File: src/sgcs_pkg.sv
// Shared types and constants for the scatter-gather copy splitter.
package sgcs_pkg;

    localparam int DEF_MAX_SEGS  = 64;
    localparam int DEF_MAX_BATCH = 32;

    localparam int ADDR_W  = 64;
    localparam int LEN_W   = 32;
    localparam int LIMIT_W = 6;
    localparam int CNT_W   = 6;
    localparam int CFG_W   = 32;
    localparam int CFG_IDX_W = 2;

    localparam logic [LEN_W-1:0]   RST_MAX_XFER    = 32'd2097152;
    localparam logic [LIMIT_W-1:0] RST_BATCH_LIMIT = 6'd32;

    localparam logic [CFG_IDX_W-1:0] CFG_QUEUE_EN   = 2'd0;
    localparam logic [CFG_IDX_W-1:0] CFG_MAX_XFER   = 2'd1;
    localparam logic [CFG_IDX_W-1:0] CFG_BATCH_LIM  = 2'd2;

    typedef enum logic [1:0] {
        KIND_ENTRY  = 2'd0,
        KIND_SINGLE = 2'd1,
        KIND_HEADER = 2'd2,
        KIND_REJECT = 2'd3
    } t_kind;

    typedef enum logic [2:0] {
        S_LOAD,
        S_FETCH,
        S_DECIDE,
        S_ENTRY,
        S_ADV,
        S_DLOAD,
        S_SLOAD,
        S_HDR
    } t_state;

    typedef struct packed {
        logic  take;
        logic  emit;
        t_kind kind;
        logic  load_first;
        logic  step;
        logic  inc_di;
        logic  inc_si;
        logic  load_d;
        logic  load_s;
        logic  clear;
    } t_cmd;

    typedef struct packed {
        logic close;
        logic reject;
        logic single;
        logic adv_dst;
        logic adv_src;
        logic merge_done;
        logic out_free;
    } t_status;

endpackage

File: src/sgcs_ctrl.sv
// Sequencing state machine for list loading, checking and descriptor merge.
module sgcs_ctrl (
    input  logic             i_clk,
    input  logic             i_rst_n,
    input  sgcs_pkg::t_status i_st,
    output sgcs_pkg::t_cmd    o_cmd
);

    sgcs_pkg::t_state r_state;
    sgcs_pkg::t_state n_state;

    always_ff @(posedge i_clk) begin
        if (!i_rst_n) begin
            r_state <= sgcs_pkg::S_LOAD;
        end else begin
            r_state <= n_state;
        end
    end

    always_comb begin
        n_state = r_state;
        unique case (r_state)
            sgcs_pkg::S_LOAD: begin
                if (i_st.close) n_state = sgcs_pkg::S_FETCH;
            end
            sgcs_pkg::S_FETCH: begin
                n_state = sgcs_pkg::S_DECIDE;
            end
            sgcs_pkg::S_DECIDE: begin
                if (i_st.out_free) begin
                    if (i_st.reject || i_st.single) n_state = sgcs_pkg::S_LOAD;
                    else n_state = sgcs_pkg::S_ENTRY;
                end
            end
            sgcs_pkg::S_ENTRY: begin
                if (i_st.out_free) n_state = sgcs_pkg::S_ADV;
            end
            sgcs_pkg::S_ADV: begin
                priority if (i_st.adv_dst) n_state = sgcs_pkg::S_DLOAD;
                else if (i_st.adv_src) n_state = sgcs_pkg::S_SLOAD;
                else if (i_st.merge_done) n_state = sgcs_pkg::S_HDR;
                else n_state = sgcs_pkg::S_ENTRY;
            end
            sgcs_pkg::S_DLOAD: n_state = sgcs_pkg::S_ADV;
            sgcs_pkg::S_SLOAD: n_state = sgcs_pkg::S_ADV;
            sgcs_pkg::S_HDR: begin
                if (i_st.out_free) n_state = sgcs_pkg::S_LOAD;
            end
            default: n_state = sgcs_pkg::S_LOAD;
        endcase
    end

    always_comb begin
        o_cmd = '0;
        o_cmd.kind = sgcs_pkg::KIND_ENTRY;
        unique case (r_state)
            sgcs_pkg::S_LOAD: o_cmd.take = 1'b1;
            sgcs_pkg::S_FETCH: ;
            sgcs_pkg::S_DECIDE: begin
                if (i_st.out_free) begin
                    priority if (i_st.reject) begin
                        o_cmd.emit  = 1'b1;
                        o_cmd.kind  = sgcs_pkg::KIND_REJECT;
                        o_cmd.clear = 1'b1;
                    end else if (i_st.single) begin
                        o_cmd.emit  = 1'b1;
                        o_cmd.kind  = sgcs_pkg::KIND_SINGLE;
                        o_cmd.clear = 1'b1;
                    end else begin
                        o_cmd.load_first = 1'b1;
                    end
                end
            end
            sgcs_pkg::S_ENTRY: begin
                if (i_st.out_free) begin
                    o_cmd.emit = 1'b1;
                    o_cmd.kind = sgcs_pkg::KIND_ENTRY;
                    o_cmd.step = 1'b1;
                end
            end
            sgcs_pkg::S_ADV: begin
                priority if (i_st.adv_dst) o_cmd.inc_di = 1'b1;
                else if (i_st.adv_src) o_cmd.inc_si = 1'b1;
            end
            sgcs_pkg::S_DLOAD: o_cmd.load_d = 1'b1;
            sgcs_pkg::S_SLOAD: o_cmd.load_s = 1'b1;
            sgcs_pkg::S_HDR: begin
                if (i_st.out_free) begin
                    o_cmd.emit  = 1'b1;
                    o_cmd.kind  = sgcs_pkg::KIND_HEADER;
                    o_cmd.clear = 1'b1;
                end
            end
            default: ;
        endcase
    end

`ifndef NO_ASSERTIONS
    a_emit_free : assert property (@(posedge i_clk) disable iff (!i_rst_n)
        o_cmd.emit |-> i_st.out_free) else $error("word emitted into a busy output register");
    a_clear_idle : assert property (@(posedge i_clk) disable iff (!i_rst_n)
        o_cmd.clear |=> (r_state == sgcs_pkg::S_LOAD)) else $error("request closed but not idle");
    a_take_no_emit : assert property (@(posedge i_clk) disable iff (!i_rst_n)
        o_cmd.take |-> !o_cmd.emit) else $error("loading while emitting");
`endif

endmodule

File: config.mk
export PLATFORM = sky130hd
export DESIGN_NAME = sgcs_ctrl
export DESIGN_NICKNAME = d
export VERILOG_FILES = /design/src/sgcs_pkg.sv /design/src/sgcs_ctrl.sv
export SDC_FILE = /design/constraint.sdc
export NUM_CORES = 1
export LEC_CHECK = 0
export CELL_PAD_IN_SITES_DETAIL_PLACEMENT = 0
export CELL_PAD_IN_SITES_GLOBAL_PLACEMENT = 1
export CORE_AREA = 5 5 42 44
export CTS_CLUSTER_DIAMETER = 200
export DETAILED_ROUTE_END_ITERATION = 8
export DIE_AREA = 0 0 47 49
export DONT_BUFFER_PORTS = 1
export GPL_TIMING_DRIVEN = 0
export PLACE_DENSITY = 0.61
export SYNTH_ARGS = -nofsm -noshare
export SYNTH_HDL_FRONTEND = slang
export SYNTH_SLANG_ARGS = --single-unit
File: constraint.sdc
create_clock -name i_clk -period 0.9 [get_ports i_clk]
set_input_delay 0.135 -clock i_clk [delete_from_list [all_inputs] [get_ports i_clk]]
set_output_delay 0.135 -clock i_clk [all_outputs]
set_load 0.1 [all_outputs]
==> results of run 1 <==
placed cells by master, fill, tap and decap left out, types with 2 or more instances in the layout:
master	count
a21oi_1	4
a21oi_4	2
buf_4	5
buf_6	5
clkbuf_4	3
dfxtp_4	2
inv_1	2
nand2_2	2
nand2_4	2
nor2_1	2
nor2_4	7
nor3_4	3
o21ai_0	2
o21ai_1	2
cells by family after synthesis:
family | Yosys count
multiplexers | 1
buffers and inverters | 6
flip-flops | 3
AND/OR/NAND/NOR | 24
XOR/XNOR | 1
AO/OA/AOI/OAI | 14
metrics by stage:
step | hold slack (ps) | cell area (sq um) | setup TNS [ps] | instances | setup WS (ps)
6_report | 31.8 | 662 | -9730 | 78 | -1100
5_1_grt | 11.9 | 662 | -10540 | 78 | -1170
4_1_cts | 24.7 | 643 | -9660 | 76 | -1180
3_5_place_dp | 269 | 478 | -6610 | 65 | -1020
3_3_place_gp | 269 | 478 | -6600 | 65 | -1030
2_1_floorplan | 263 | 458 | -5970 | 49 | -990
worst paths after layout:
check	start	end	cells past startpoint
max	r_state[0]	o_cmd[6]	2
min	i_rst_n	r_state[2]	1
max reg2reg	r_state[2]	r_state[0]	7
min reg2reg	r_state[1]	r_state[0]	3
layer usage:
layer	wire length (microns)	up-vias	track usage, %
li1	-	199	-
met1	439	176	12.4
met2	535	16	16.1
met3	97	0	5.90
met4	0	0	2.76
met5	0	-	0
cell type report:
| cell class | count | share of cell area (%) |
|---|---|---|
| Multi-Input combinational cell | 40 | 60.7 |
| Timing Repair Buffer | 10 | 14.2 |
| Sequential cell | 3 | 10.4 |
| Buffer | 2 | 5.29 |
| Clock buffer | 4 | 3.97 |
| Tap cell | 16 | 3.02 |
| Inverter | 3 | 2.46 |
where the power goes:
part / internal (mW) / switching, mW / leakage, nW
registers: 0.156 / 0.0267 / 0.0264
clock network: 0.166 / 0.0715 / 0.0150
logic: 0.228 / 0.437 / 0.187
repair_timing:
action,in CTS,in global routing
setup endpoints to repair,14,14
pin swaps,12,6
resized for setup,27,1
cloned,0,0
setup buffers,8,2
==> results.json, run 1 <==
{
  "violations": "setup timing",
  "cp_slowest_stage_delay_ps": 1060,
  "die-area_sq_mm": 0.00230,
  "cp.arrival_ps": 1860,
  "clockBufferDepth": 2,
  "yosysTopAreaCellShare_pct": 19.3,
  "hold_viol_final": 0,
  "fin_crit_sh_pct": 222,
  "syn_nets": 58,
  "p_leak_nw": 0.228,
  "clk_latency_ps": 230,
  "rsz0062_at_grt": "true",
  "max_freq_mhz": 500,
  "synth.area.top_cells": "dfxtp_1, nor2_1, a21oi_1",
  "required_ps": 760,
  "utilization_pct": 47.2,
  "setup_ws_ps": -1100,
  "synthCells": 49,
  "initial_utilization_pct": 22.2,
  "grt_pass1_vias": 375,
  "crit_family": "simple AND/OR/NAND/NOR gates",
  "hold_class": "input pin to flip-flop",
  "synth_edf_count": 0,
  "worstPathMaxFanout": 2,
  "ir_worst_vdd_mv": 0.871,
  "synth.most_common_cell": "nor2_1",
  "path_cells": "or2_4 > nor4_4",
  "grt_antenna_before_repair": 0,
  "cap_violations": 0,
  "multiInputGateArea_sq_um": 402,
  "vias_per_cell": 5.01,
  "synthXorXnorAreaFrac_pct": 2.81,
  "dieWidth_microns": 47,
  "num-fill-cells": 155,
  "gr-usage-all-layers_pct": 10.5,
  "regArea_sq_um": 68.8,
  "synth_adder_area_share_pct": 0,
  "clkSlewWorstSetupHoldPaths_ps": 30,
  "ys_seq_area_share_pct": 19.3,
  "synthTopCellsByCount": "nor2_1, a21oi_1, o21ai_0, nand2_1",
  "drt_pass1_iterations": 3,
  "root_buffer": "clkbuf_4",
  "cts_tree": "yes",
  "min_period_ps": 2000,
  "rows": 14,
  "design_power_total_mw": 1.09,
  "r2r_slack_ps": -290,
  "finalSetupViolCount": 14,
  "clock-sinks": 3,
  "grt_pass1_wl_mm": 1.78,
  "port_buffers": 0,
  "dpl.hpwl_microns": 752,
  "routed_wl_mm": 1.07,
  "grt_max_degree": 11,
  "yosys_register_bits": 3,
  "synth_top_family_by_area": "simple AND/OR/NAND/NOR gates",
  "syn_area_per_cell_sq_um": 6.36,
  "drc": 0,
  "ys_warn_count": 0,
  "syn_to_final_growth_pct": 112,
  "fp.dieH_microns": 49,
  "synthFlopType": "dfxtp_1",
  "gr-total-overflow": 0,
  "yosys.area.top_type": "dfxtp_1",
  "critPathBufInv": 0,
  "diodes": 0,
  "syn_area_sq_um": 312,
  "wl_per_cell_microns": 13.7,
  "startpoint_type": "flip-flop",
  "async_reset_ff_share_pct": 0,
  "largest_register_ffs": 3,
  "max_slew_margin_pct": 11.4,
  "synth_compound_area_share_pct": 24.9,
  "path_class": "flip-flop to output port",
  "worstSetupEndpointType": "output port",
  "fin_nets": 72,
  "globalplace.congestion": 0.663,
  "ioPinCount": 20,
  "cts_hold_buf": 0,
  "h-tree-depth": 1,
  "finClkSkew_ps": 2.43,
  "core_area_sq_mm": 0.00140,
  "largest_register": "r_state",
  "cts_made_buffers": 3,
  "drive_above_1_share_pct": 72.6,
  "via_count": 391,
  "crit_path_top_delay_cell": "nor4_4",
  "status": "complete, but fails checks",
  "synthDistinctLibCells": 20,
  "synth-simple-area-share_pct": 41.4,
  "max_slew.worst_pin.slew_ps": 1320,
  "drt-initial-drc-count": 4,
  "power-per-cell-area_mw_per_mm2": 1640,
  "final_max_slew_viol_count": 0,
  "drt.antenna.violating_nets": 0,
  "synthMuxAreaShare_pct": 3.21,
  "reg_top3": "r_state x3"
}
Note: power is estimated with default switching activity, not from simulation.
==> run 2, diff against run 1 <==
- REMOVE_ABC_BUFFERS: default -> 1
==> run 2 against run 1 <==
The run still ends with setup timing left. Largest power group unchanged. Critical endpoint unchanged. Routed wire length up 9.1%. Critical path depth unchanged. Core utilization up 10 points. Global-route usage up 0.30 points.
==> results.json, run 2 (synthesis results as in run 1) <==
{
  "drt_pass1_iterations": 2,
  "initial_utilization_pct": 22.2,
  "p_seq_share_pct": 14.9,
  "path_class": "flip-flop to output port",
  "fin_nets": 79,
  "root_buffer": "clkbuf_4",
  "max_freq_mhz": 495,
  "hold_class": "input pin to flip-flop",
  "syn_to_final_growth_pct": 158,
  "power_frac_comb_pct": 64.8,
  "crit_family": "simple AND/OR/NAND/NOR gates",
  "hold_viol_final": 0,
  "routed_wl_mm": 1.17,
  "cp_slowest_stage_delay_ps": 1060,
  "setup_ws_ps": -1120,
  "placed_area_sq_um": 394,
  "crit_path_top_delay_cell": "nor4_4",
  "gr-total-overflow": 0,
  "clockBufferDepth": 2,
  "port_buffers": 0,
  "critPathBufInv": 0,
  "p_clk_share_pct": 20.3,
  "h-tree-depth": 1,
  "max_slew.worst_pin.slew_ps": 1320,
  "fin_crit_sh_pct": 225,
  "startpoint_type": "flip-flop",
  "globalplace.congestion": 0.626,
  "wl_per_cell_microns": 13.8,
  "ir_worst_vdd_mv": 0.771,
  "status": "complete, but fails checks",
  "final_max_slew_viol_count": 0,
  "cp.arrival_ps": 1890,
  "mostFrequentLayoutCells": "nor2_4, buf_6, buf_4",
  "whs_ps": 6.40,
  "drt.antenna.violating_nets": 0,
  "path_cells": "or2_4 > nor4_4",
  "design_area_sq_um": 805,
  "largest_register_ffs": 3,
  "worstPathMaxFanout": 2,
  "reg_top3": "r_state x3",
  "min_period_ps": 2020,
  "rows": 14,
  "fp.dieH_microns": 49,
  "required_ps": 760,
  "switchingPower_mw": 0.564,
  "grt_pass1_vias": 440,
  "dpl.hpwl_microns": 685,
  "largest_register": "r_state",
  "cts_hold_buf": 0,
  "grt_max_degree": 13,
  "dp_cells": 65,
  "finClkSkew_ps": 2.94,
  "cts_made_buffers": 3,
  "finalSetupViolCount": 14,
  "power-per-cell-area_mw_per_mm2": 1430,
  "drt-initial-drc-count": 4,
  "drc": 0,
  "utilization_pct": 57.4,
  "num-fill-cells": 129,
  "rsz0062_at_grt": "true",
  "layout.cells.non_filler": 85,
  "core_area_sq_mm": 0.00140,
  "diodes": 0,
  "grt_antenna_before_repair": 0,
  "vias_per_cell": 4.95,
  "worstSetupEndpointType": "output port",
  "cap_violations": 0,
  "via_count": 421,
  "clk_latency_ps": 230,
  "p_int_mw": 0.585,
  "die-area_sq_mm": 0.00230,
  "pre_cts_slack_ps": -1210,
  "clkSlewWorstSetupHoldPaths_ps": 40,
  "dieWidth_microns": 47,
  "clock-sinks": 3,
  "drive_above_1_share_pct": 78.3,
  "p_sw_share_pct": 49.1,
  "cts_tree": "yes",
  "gr-usage-all-layers_pct": 10.8,
  "violations": "setup timing",
  "max_slew_margin_pct": 11.4,
  "grt_pass1_wl_mm": 1.84,
  "ioPinCount": 20,
  "p_leak_nw": 0.283
}
## run 2: final timing paths
kind / startpoint / to / slack [ps] / cells after the start
setup reg to reg: r_state[2] / r_state[2] / -430 / 9
hold / removal: i_rst_n / r_state[0] / 6 / 2
setup / recovery: r_state[2] / o_cmd[6] / -1120 / 2
hold reg to reg: r_state[0] / r_state[0] / 670 / 4
## run 2: cell type report
cell class                 count  area (sq um)  share of cell area [%]
clock buffer                   4          26.3                    3.27
timing repair buffer          19           238                    29.5
tap                           16          20.0                    2.49
sequential                     3          71.3                    8.86
multi-input combinational     40           425                    52.9
inverter                       3          23.8                    2.95
## run 2: layer usage
layer / GRT usage [%] / up-vias / wire length, microns
met1: 12.5 / 196 / 451
met3: 1.85 / 0 / 94
met2: 18.1 / 14 / 624
met4: 5.53 / 0 / 0
li1: - / 211 / -
met5: 0 / - / 0
## run 2: stage by stage
step	total power [mW]	TNS, ps
global placement	0.547	-17830
global route	1.21	-10290
floorplan	0.509	-15200
CTS	1.09	-8630
finish	1.15	-9650
detailed placement	0.582	-10460
## run 2: what timing repair did
action                     4_1_cts  5_1_grt
setup endpoints to repair       14       14
gates resized for setup         53       15
pin swaps                       14       13
buffers inserted                10        7
## run 2: power by group through the flow
| stage | sequential, mW | clock (mW) | combinational, mW |
|---|---|---|---|
| finish | 0.171 | 0.233 | 0.745 |
| global route | 0.172 | 0.248 | 0.793 |
| CTS | 0.171 | 0.239 | 0.684 |
| detailed placement | 0.202 | 0 | 0.380 |
| global placement | 0.200 | 0 | 0.347 |
| floorplan | 0.185 | 0 | 0.324 |
==> run 3, diff against run 2 <==
- CTS_BUF_LIST: default -> sky130_fd_sc_hd__clkbuf_16
- SETUP_SLACK_MARGIN: default -> 0.15
==> run 3 against run 2 <==
The run still ends with setup timing left. Routed wire length up 1.8%. Sequential share of layout area down 0.62 points. Sequential power about the same. Non-clock buffer count unchanged. Critical endpoint unchanged. Largest power group unchanged.
==> results.json, run 3 (synthesis results as in run 1) <==
{
  "wl_per_cell_microns": 14.0,
  "crit_path_top_delay_cell": "nor4_4",
  "vias_per_cell": 4.80,
  "final_max_slew_viol_count": 0,
  "via_count": 408,
  "startpoint_type": "flip-flop",
  "hold_class": "input pin to flip-flop",
  "pre_cts_slack_ps": -1210,
  "path_cells": "or2_4 > nor4_4",
  "path_class": "flip-flop to output port",
  "drt-initial-drc-count": 1,
  "largest_register_ffs": 3,
  "max_slew.worst_pin.slew_ps": 1320,
  "largest_register": "r_state",
  "finClkSkew_ps": 1.41,
  "grt_pass1_vias": 423,
  "reg_top3": "r_state x3",
  "cts_hold_buf": 0,
  "port_buffers": 0,
  "finalSetupViolCount": 14,
  "placed_area_sq_um": 394,
  "violations": "setup timing",
  "rows": 14,
  "max_freq_mhz": 497,
  "design_area_sq_um": 865,
  "cap_violations": 0,
  "h-tree-depth": 1,
  "core_area_sq_mm": 0.00140,
  "initial_utilization_pct": 22.2,
  "gr-usage-all-layers_pct": 11.1,
  "clock-sinks": 3,
  "status": "complete, but fails checks",
  "cp_slowest_stage_delay_ps": 1060,
  "globalplace.congestion": 0.626,
  "drc": 0,
  "grt_pass1_wl_mm": 1.82,
  "clkSlewWorstSetupHoldPaths_ps": 30,
  "p_leak_nw": 0.314,
  "dieWidth_microns": 47,
  "dp_cells": 65,
  "drive_above_1_share_pct": 78.3,
  "clk_latency_ps": 220,
  "worstSetupEndpointType": "output port",
  "required_ps": 760,
  "min_period_ps": 2010,
  "whs_ps": 16.0,
  "clockBufferDepth": 2,
  "cts_made_buffers": 3,
  "gr-total-overflow": 0,
  "diodes": 0,
  "cts_tree": "yes",
  "root_buffer": "clkbuf_16",
  "syn_to_final_growth_pct": 178,
  "fin_crit_sh_pct": 224,
  "max_slew_margin_pct": 11.4,
  "die-area_sq_mm": 0.00230,
  "hold_viol_final": 0,
  "power-per-cell-area_mw_per_mm2": 1860,
  "worstPathMaxFanout": 2,
  "fp.dieH_microns": 49,
  "fin_nets": 79,
  "setup_ws_ps": -1110,
  "ioPinCount": 20,
  "layout_commonest_cell": "buf_6",
  "layout.cells.non_filler": 85,
  "ir_worst_vdd_mv": 0.942,
  "routed_wl_mm": 1.19,
  "rsz0062_at_grt": "true",
  "drt_pass1_iterations": 2,
  "mostFrequentLayoutCells": "buf_6, nor2_4, buf_12",
  "dpl.hpwl_microns": 685,
  "grt_max_degree": 13,
  "grt_antenna_before_repair": 0,
  "drt.antenna.violating_nets": 0,
  "cp.arrival_ps": 1880
}
==> run 3: worst paths after layout <==
path              startpoint  cells past startpoint  slack [ps]         end
setup / recovery  r_state[2]                      2       -1110    o_cmd[6]
hold / removal       i_rst_n                      2          20  r_state[0]
setup reg to reg  r_state[2]                      9        -450  r_state[2]
hold reg to reg   r_state[0]                      4         670  r_state[0]
==> run 3: timing repair <==
action / CTS / global route
setup buffers: 10 / 6
pin swaps: 13 / 15
gates resized for setup: 52 / 17
endpoints found under the setup margin: 14 / 14
gates cloned: 0 / 0
==> run 3: per-stage QoR <==
| step | TNS [ps] | utilization [%] | power [mW] |
|---|---|---|---|
| 2_1_floorplan | -15200 | - | 0.509 |
| 3_3_place_gp | -17830 | 22.6 | 0.547 |
| 3_5_place_dp | -10460 | 28.1 | 0.582 |
| 4_1_cts | -8480 | 52.7 | 1.54 |
| 5_1_grt | -10440 | 61.7 | 1.68 |
| 6_report | -9840 | 61.7 | 1.61 |
==> run 3: power by group <==
part / switching, mW / internal (mW) / total, mW
clock network: 0.120 / 0.573 / 0.692
registers: 0.0180 / 0.154 / 0.172
logic: 0.479 / 0.263 / 0.743
total: 0.617 / 0.990 / 1.61
==> run 3: critical path, delay by kind of cell, from the launching register on <==
kind | cells | cell delay [ps]
flops | 1 | 340
simple gates | 2 | 1320
==> run 3: metal layers <==
layer  share of wire [%]  global-route usage (%)  routed length (microns)  vias to the layer above
met4                   0                    6.91                        0                        0
li1                    -                       -                        -                      211
met5                   0                       0                        0                        -
met2                  51                    16.7                      610                       14
met3                 6.9                    2.21                       82                        0
met1                  42                    13.8                      498                      183
==> run 3: layout make-up <==
type                       count  area [sq um]
clock inverter                 1          3.75
timing repair buffer          19           245
inverter                       3          23.8
tap                           16          20.0
sequential                     3          71.3
multi-input combinational     40           425
fill                         121           537
clock buffer                   3          75.1
